$ cat src/bfdh_pkg.sv
package bfdh_pkg;

    localparam int FILTER_BITS  = 1024;
    localparam int MAX_PROBES   = 8;
    localparam int FILTER_WORDS = (FILTER_BITS + 63) / 64;
    localparam int WORD_AW      = $clog2(FILTER_WORDS);
    localparam int POS_W        = $clog2(FILTER_BITS);
    localparam int NBITS_W      = 11;
    localparam int NHASH_W      = 4;
    localparam int CFG_W        = 11;
    localparam int CFG_IDX_W    = 2;
    localparam int MOD_STEPS    = 8;

    localparam logic [63:0] DJB_START = 64'd5381;
    localparam logic [63:0] FNV_START = 64'd14695981039346656037;

    localparam logic [CFG_IDX_W-1:0] REG_NUM_BITS   = 2'd0;
    localparam logic [CFG_IDX_W-1:0] REG_NUM_HASHES = 2'd1;

    localparam logic CMD_INSERT = 1'b0;
    localparam logic CMD_QUERY  = 1'b1;

endpackage

$ cat src/bfdh_ram.sv
module bfdh_ram #(
    parameter int WIDTH = 64,
    parameter int DEPTH = 16
) (
    input  logic                     clk,
    input  logic                     we,
    input  logic [$clog2(DEPTH)-1:0] waddr,
    input  logic [WIDTH-1:0]         wdata,
    input  logic                     re,
    input  logic [$clog2(DEPTH)-1:0] raddr,
    output logic [WIDTH-1:0]         rdata
);

    logic [WIDTH-1:0] mem [DEPTH];

    always_ff @(posedge clk)
    begin
        if (we)
        begin
            mem[waddr] <= wdata;
        end
        if (re)
        begin
            rdata <= mem[raddr];
        end
    end

endmodule

$ cat src/bfdh_mod.sv
module bfdh_mod (
    input  logic                         clk,
    input  logic                         rst_n,
    input  logic                         start,
    input  logic [63:0]                  dividend,
    input  logic [bfdh_pkg::NBITS_W-1:0] divisor,
    output logic                         done,
    output logic [bfdh_pkg::POS_W-1:0]   remainder
);

    import bfdh_pkg::*;

    localparam int CNT_W = $clog2(64 / MOD_STEPS);

    logic [63:0]      dvd_reg, dvd_next;
    logic [POS_W-1:0] rem_reg, rem_next;
    logic [CNT_W-1:0] cnt_reg, cnt_next;
    logic             busy_reg, busy_next;
    logic             done_reg, done_next;

    always_comb
    begin
        logic [POS_W:0] t;
        logic [POS_W-1:0] r;
        r = rem_reg;
        for (int j = 0; j < MOD_STEPS; j++)
        begin
            t = {r, dvd_reg[63-j]};
            if (t >= divisor)
            begin
                t = t - divisor;
            end
            r = t[POS_W-1:0];
        end
        dvd_next  = dvd_reg;
        rem_next  = rem_reg;
        cnt_next  = cnt_reg;
        busy_next = busy_reg;
        done_next = 1'b0;
        if (start)
        begin
            dvd_next  = dividend;
            rem_next  = '0;
            cnt_next  = '0;
            busy_next = 1'b1;
        end
        else if (busy_reg)
        begin
            dvd_next = dvd_reg << MOD_STEPS;
            rem_next = r;
            cnt_next = cnt_reg + 1'b1;
            if (cnt_reg == CNT_W'(64 / MOD_STEPS - 1))
            begin
                busy_next = 1'b0;
                done_next = 1'b1;
            end
        end
    end

    always_ff @(posedge clk or negedge rst_n)
    begin
        if (!rst_n)
        begin
            busy_reg <= 1'b0;
            done_reg <= 1'b0;
            cnt_reg  <= '0;
        end
        else
        begin
            busy_reg <= busy_next;
            done_reg <= done_next;
            cnt_reg  <= cnt_next;
        end
    end

    always_ff @(posedge clk)
    begin
        dvd_reg <= dvd_next;
        rem_reg <= rem_next;
    end

    assign done      = done_reg;
    assign remainder = rem_reg;

endmodule

$ cat src/bloom_filter_double_hash.sv
// Bloom filter over byte-serial keys with djb2/FNV-1a double hashing. Each key byte is
// one item and is folded into both hashes combinationally as it is accepted; a key's
// last byte starts the probing, during which input is stalled. Each probe starts the
// modulo unit, which reduces the 64-bit probe value by num_bits eight bits per cycle,
// then registers the remainder and reads the 16 x 64 filter memory, and then does the
// read-modify-write. After a key's last byte the input is stalled through its probes,
// for a query also until the result is registered, and longer while a query's result
// waits on a stalled output. A query yields one item on maybe_present; an insert yields
// none. The filter is cleared at reset by per-word valid flags.
module bloom_filter_double_hash (
    input  logic                           clk,
    input  logic                           rst_n,
    input  logic                           cfg_we,
    input  logic [bfdh_pkg::CFG_IDX_W-1:0] cfg_index,
    input  logic [bfdh_pkg::CFG_W-1:0]     cfg_data,
    input  logic                           in_valid,
    output logic                           in_stall,
    input  logic                           cmd,
    input  logic [7:0]                     key_byte,
    input  logic                           last,
    output logic                           out_valid,
    input  logic                           out_stall,
    output logic                           maybe_present
);

    import bfdh_pkg::*;

    typedef enum logic [2:0] {IDLE, ISSUE, WAIT, RMW, FINISH} state_t;

    state_t                   state_reg, state_next;
    logic [NBITS_W-1:0]       num_bits_reg;
    logic [NHASH_W-1:0]       num_hashes_reg;
    logic [63:0]              djb_reg, djb_next, fnv_reg, fnv_next;
    logic [63:0]              probe_reg, probe_next, step_reg, step_next;
    logic                     cmd_reg, cmd_next;
    logic                     all_reg, all_next;
    logic [NHASH_W-1:0]       k_reg, k_next, idx_reg, idx_next;
    logic [NBITS_W-1:0]       n_reg, n_next;
    logic [5:0]               bit_reg, bit_next;
    logic [WORD_AW-1:0]       addr_reg, addr_next;
    logic [FILTER_WORDS-1:0]  wvalid_reg, wvalid_next;
    logic                     out_valid_reg, out_valid_next;
    logic                     out_data_reg, out_data_next;
    logic                     mod_start;
    logic                     mod_done;
    logic [POS_W-1:0]         rem;
    logic [63:0]              rdata, word, wdata;
    logic                     ram_we, ram_re;
    logic [63:0]              djb_new, fnv_x, fnv_new;
    logic [NBITS_W-1:0]       n_act;
    logic [NHASH_W-1:0]       k_act;

    assign djb_new = (djb_reg << 5) + djb_reg + {56'd0, key_byte};
    assign fnv_x   = fnv_reg ^ {56'd0, key_byte};
    assign fnv_new = (fnv_x << 40) + (fnv_x << 8) + (fnv_x << 7) + (fnv_x << 5)
                     + (fnv_x << 4) + (fnv_x << 1) + fnv_x;

    always_comb
    begin
        n_act = num_bits_reg;
        if (num_bits_reg == '0)
        begin
            n_act = NBITS_W'(1);
        end
        else if (num_bits_reg > NBITS_W'(FILTER_BITS))
        begin
            n_act = NBITS_W'(FILTER_BITS);
        end
        k_act = num_hashes_reg;
        if (num_hashes_reg > NHASH_W'(MAX_PROBES))
        begin
            k_act = NHASH_W'(MAX_PROBES);
        end
    end

    assign word  = wvalid_reg[addr_reg] ? rdata : 64'd0;
    assign wdata = word | (64'd1 << bit_reg);

    bfdh_mod u_mod (
        .clk       (clk),
        .rst_n     (rst_n),
        .start     (mod_start),
        .dividend  (probe_reg),
        .divisor   (n_reg),
        .done      (mod_done),
        .remainder (rem)
    );

    bfdh_ram #(
        .WIDTH (64),
        .DEPTH (FILTER_WORDS)
    ) u_ram (
        .clk   (clk),
        .we    (ram_we),
        .waddr (addr_reg),
        .wdata (wdata),
        .re    (ram_re),
        .raddr (rem[POS_W-1:6]),
        .rdata (rdata)
    );

    always_comb
    begin
        state_next     = state_reg;
        djb_next       = djb_reg;
        fnv_next       = fnv_reg;
        probe_next     = probe_reg;
        step_next      = step_reg;
        cmd_next       = cmd_reg;
        all_next       = all_reg;
        k_next         = k_reg;
        idx_next       = idx_reg;
        n_next         = n_reg;
        bit_next       = bit_reg;
        addr_next      = addr_reg;
        wvalid_next    = wvalid_reg;
        out_valid_next = out_valid_reg && out_stall;
        out_data_next  = out_data_reg;
        mod_start      = 1'b0;
        ram_we         = 1'b0;
        ram_re         = 1'b0;
        unique case (state_reg)
            IDLE:
            begin
                if (in_valid)
                begin
                    djb_next = djb_new;
                    fnv_next = fnv_new;
                    if (last)
                    begin
                        djb_next   = DJB_START;
                        fnv_next   = FNV_START;
                        probe_next = djb_new;
                        step_next  = fnv_new;
                        cmd_next   = cmd;
                        all_next   = 1'b1;
                        k_next     = k_act;
                        n_next     = n_act;
                        idx_next   = '0;
                        if (k_act != '0)
                        begin
                            state_next = ISSUE;
                        end
                        else if (cmd == CMD_QUERY)
                        begin
                            state_next = FINISH;
                        end
                    end
                end
            end
            ISSUE:
            begin
                mod_start  = 1'b1;
                state_next = WAIT;
            end
            WAIT:
            begin
                if (mod_done)
                begin
                    ram_re     = 1'b1;
                    addr_next  = rem[POS_W-1:6];
                    bit_next   = rem[5:0];
                    state_next = RMW;
                end
            end
            RMW:
            begin
                if (cmd_reg == CMD_INSERT)
                begin
                    ram_we                = 1'b1;
                    wvalid_next[addr_reg] = 1'b1;
                end
                else if (!word[bit_reg])
                begin
                    all_next = 1'b0;
                end
                idx_next   = idx_reg + 1'b1;
                probe_next = probe_reg + step_reg;
                if (idx_reg + 1'b1 == k_reg)
                begin
                    state_next = (cmd_reg == CMD_QUERY) ? FINISH : IDLE;
                end
                else
                begin
                    state_next = ISSUE;
                end
            end
            FINISH:
            begin
                if (!out_valid_reg || !out_stall)
                begin
                    out_valid_next = 1'b1;
                    out_data_next  = all_reg;
                    state_next     = IDLE;
                end
            end
            default:
            begin
                state_next = IDLE;
            end
        endcase
    end

    always_ff @(posedge clk or negedge rst_n)
    begin
        if (!rst_n)
        begin
            state_reg      <= IDLE;
            num_bits_reg   <= NBITS_W'(FILTER_BITS);
            num_hashes_reg <= NHASH_W'(3);
            djb_reg        <= DJB_START;
            fnv_reg        <= FNV_START;
            wvalid_reg     <= '0;
            out_valid_reg  <= 1'b0;
        end
        else
        begin
            state_reg     <= state_next;
            djb_reg       <= djb_next;
            fnv_reg       <= fnv_next;
            wvalid_reg    <= wvalid_next;
            out_valid_reg <= out_valid_next;
            if (cfg_we)
            begin
                unique case (cfg_index)
                    REG_NUM_BITS:   num_bits_reg   <= cfg_data[NBITS_W-1:0];
                    REG_NUM_HASHES: num_hashes_reg <= cfg_data[NHASH_W-1:0];
                    default:
                    begin
                    end
                endcase
            end
        end
    end

    always_ff @(posedge clk)
    begin
        probe_reg    <= probe_next;
        step_reg     <= step_next;
        cmd_reg      <= cmd_next;
        all_reg      <= all_next;
        k_reg        <= k_next;
        idx_reg      <= idx_next;
        n_reg        <= n_next;
        bit_reg      <= bit_next;
        addr_reg     <= addr_next;
        out_data_reg <= out_data_next;
    end

    assign in_stall      = (state_reg != IDLE);
    assign out_valid     = out_valid_reg;
    assign maybe_present = out_data_reg;

endmodule

$ cat config.mk
export PLATFORM = sky130hd
export DESIGN_NAME = bloom_filter_double_hash
export DESIGN_NICKNAME = d
export VERILOG_FILES = /design/src/bfdh_pkg.sv /design/src/bfdh_ram.sv /design/src/bfdh_mod.sv /design/src/bloom_filter_double_hash.sv
export SDC_FILE = /design/constraint.sdc
export NUM_CORES = 2
export LEC_CHECK = 0
export ABC_AREA = 1
export BUFFER_PORTS_ARGS = -buffer_cell sky130_fd_sc_hd__clkbuf_2
export CORE_ASPECT_RATIO = 0.7
export CORE_MARGIN = 3
export CORE_UTILIZATION = 59
export DETAILED_ROUTE_END_ITERATION = 7
export PLACE_DENSITY = 0.75
export SLEW_MARGIN = 20
export SYNTH_ARGS = -nofsm -noshare
export SYNTH_HDL_FRONTEND = slang
export SYNTH_SLANG_ARGS = --single-unit
$ cat constraint.sdc
create_clock -name clk -period 17.1 [get_ports clk]
set_clock_uncertainty 0.2 [all_clocks]
set_input_delay 4.275 -clock clk [delete_from_list [all_inputs] [get_ports clk]]
set_output_delay 4.275 -clock clk [all_outputs]
set_load 0.02 [all_outputs]
==> flow_summary_export.csv <==
group,metric,value,unit
sta,setup_tns,0,ps
global_routing,antenna_found_initial,3,
placed_design,routabilityCongestion,0.974,
finish,fin_nets,8597,
detailed_routing,antenna_left,0,
cts,cts-htree-levels,4,
cts,clkTransAtPathRegs,60,ps
cts,cts_buffers,143,
detailed_routing,drc,0,
worst_setup_path,crit_path_end_kind,"flop",
worst_setup_path,cp-start-kind,"flop",
detailed_routing,wl,238,mm
cts,clock_sinks,1490,
die,ios,31,
synthesis,netlist_area,83600,µm²
finish,largest_reg_flops,1024,
synthesis,synth_ff_type,"edfxtp_1",
detailed_routing,via_per_inst,6.13,
finish,final_common_cell,"edfxtp_1",
synthesis,synth-async-reset-ratio,0.113,
synthesis,yosys_warnings,0,
die,die_w,456,µm
die,dieArea,146000,µm²
finish,layout_common_cells,"1312 x edfxtp_1, 1132 x inv_1, 1054 x nand2_1",
die,rows,114,
sta,period_needed,15430,ps
sta,fmax,64.8,MHz
synthesis,ys_types,78,
finish,fillers,10700,
global_routing,grt_max_degree,196,
finish,area_growth,8.62,%
worst_setup_path,cp_common_cell,"nand2_1",
die,start_util,0.600,
finish,final_layout_size_suffix_gt1_frac,0.0753,
synthesis,syn_nets,8589,
sta,setup-violations-final,0,
placed_design,portBuffers,30,
die,fp.dieH,321,µm
global_routing,grt_pass1_wl,358,mm
cts,cts_tree,"done",
worst_setup_path,critical_path_class,"flop to flop",
detailed_routing,first_pass_iters,7,
cts,cts_setup_buffers,0,
cts,cts.path.max_buffers,3,
detailed_routing,vias,60700,
sta,grt_setup_unrepaired,"false",
job,drv_cap,0,
hold_path,hold_class,"flop to flop",
worst_setup_path,max_stage_delay,910,ps
die,coreArea,139000,µm²
global_routing,grt_pass1_vias,57500,
worst_setup_path,critPathSlowestCell,"dfxtp_4",
worst_setup_path,critical_path.max_fanout,54,
global_routing,grt_util_all_layers,0.324,
synthesis,ys_ff_latch,1490,
global_routing,grt_overflow_total,0,
sta,relSlewSlack,0.204,
worst_setup_path,critical_path_arrival,15900,ps
cts,clk_latency,800,ps
synthesis,syn_inst,7915,
sta,post-route-period-util,0.902,
sta,hold_viol_final,0,
synthesis,ys_seq_area_frac,0.524,
sta,slew_violations,0,
synthesis,avgSynthCellArea,10.6,µm²
detailed_routing,first_iter_violations,8416,
sta,worst_pin_slew,1190,ps
detailed_routing,wire_per_inst,24.1,µm
cts,cts_root_buf,"clkbuf_16",
cts,hold_buffers,0,
finish,largest-register,"u_ram.mem",
placed_design,hpwl,160,mm
synthesis,synth-edff-count,1312,
worst_setup_path,required,17570,ps
run_status,status,"complete, no violations",
## path summary, 6_finish.rpt
path                                    start            endpoint  slack (ps)  depth (start not counted)
min                                   all_reg       maybe_present         230                          0
max in group asynchronous               rst_n     num_bits_reg[7]       12040                          2
max                        u_mod.remainder[7]  u_mod.remainder[1]        1670                         70
max reg2reg                u_mod.remainder[7]  u_mod.remainder[1]        1670                         70
min reg2reg                           all_reg       maybe_present         230                          0
min in group asynchronous               rst_n          fnv_reg[1]        3250                          1
## critical path: cells and delay by family, from the launching register on
| family | cells | cell delay (ps) |
|---|---|---|
| buffers and inverters | 10 | 1970 |
| adder cells (fa/ha/maj) | 8 | 2660 |
| flip-flops | 1 | 910 |
| AND/OR/NAND/NOR | 22 | 3330 |
| AO/OA/AOI/OAI | 30 | 6210 |
## metrics by stage
step           setup WS [ps]  instance area (µm²)  std cells  hold WS (ps)  utilization
2_1_floorplan           4930                83600       7915           200            -
3_3_place_gp            1500                85900       9629           207        0.617
3_5_place_dp            1480                85900       9631           222        0.617
4_1_cts                 1420                90600       9891           222        0.650
5_1_grt                  159                90800       9895           228        0.652
6_report                1670                90800       9896           225        0.652
## cells by family (layout without fill, tap and decap cells)
group                    after synthesis  after routing  synth area share
XOR/XNOR                             205            205            0.0215
flip-flops                          1490           1490             0.524
AND/OR/NAND/NOR                     2011           2011             0.102
adder cells (fa/ha/maj)              646            646             0.120
buffers and inverters               1424           1547            0.0653
multiplexers                         313            313            0.0383
other                                  0              2                 0
AO/OA/AOI/OAI                       1826           1826             0.128
## metal layers
layer	share of wire	up-vias	routed length, µm	global-route usage
li1	-	27600	-	-
met1	0.45	29400	108000	0.526
met2	0.39	3383	93400	0.426
met3	0.14	317	32200	0.0919
met4	0.018	2	4360	0.0697
met5	0.000050	-	12	0
## synthesized netlist by cell type (all sizes together), types with 4 or more instances
cell	n	area, µm²
nand4	40	263
a21boi	28	214
nand2	1073	4080
a31oi	57	363
inv	1147	4310
mux2	56	631
a22oi	4	30.0
a211oi	5	42.5
mux2i	257	2570
and2	13	81.3
o221ai	7	61.3
dfstp	36	946
o21a	17	128
a22o	37	324
nand3b	15	116
xnor2	80	701
buf	82	423
a21o	45	338
and3	5	31.3
nand3	331	1680
a21oi	592	3020
o22ai	70	438
clkbuf	192	722
o21bai	31	244
ha	382	4780
o21ai	637	3220
fa	264	5290
xor2	125	1090
nor2	421	1610
nor3	48	245
edfxtp	1312	39400
nor4	15	93.8
or2	50	313
o211ai	267	2010
a221oi	6	52.6
dfxtp	10	200
dfrtp	132	3300
## final cells by class
type | instances | area, µm² | share of cell area
inverter | 1150 | 4330 | 0.0477
antenna | 2 | 5.00 | 0.0000551
tap | 1856 | 2320 | 0.0256
clock inverter | 88 | 971 | 0.0107
sequential | 1490 | 43900 | 0.483
timing repair buffer | 137 | 967 | 0.0107
clock buffer | 172 | 3720 | 0.0409
multi-input combinational | 5001 | 34600 | 0.381
## timing repair
| item | CTS | global route |
|---|---|---|
| hold endpoints to repair | 0 | 0 |
| resized for setup | 0 | 1 |
| setup endpoints to repair | 0 | 9 |
Power is left out: the tool's default activity adds up to more than one toggle a clock period on the data nets, which glitch-free logic cannot reach.
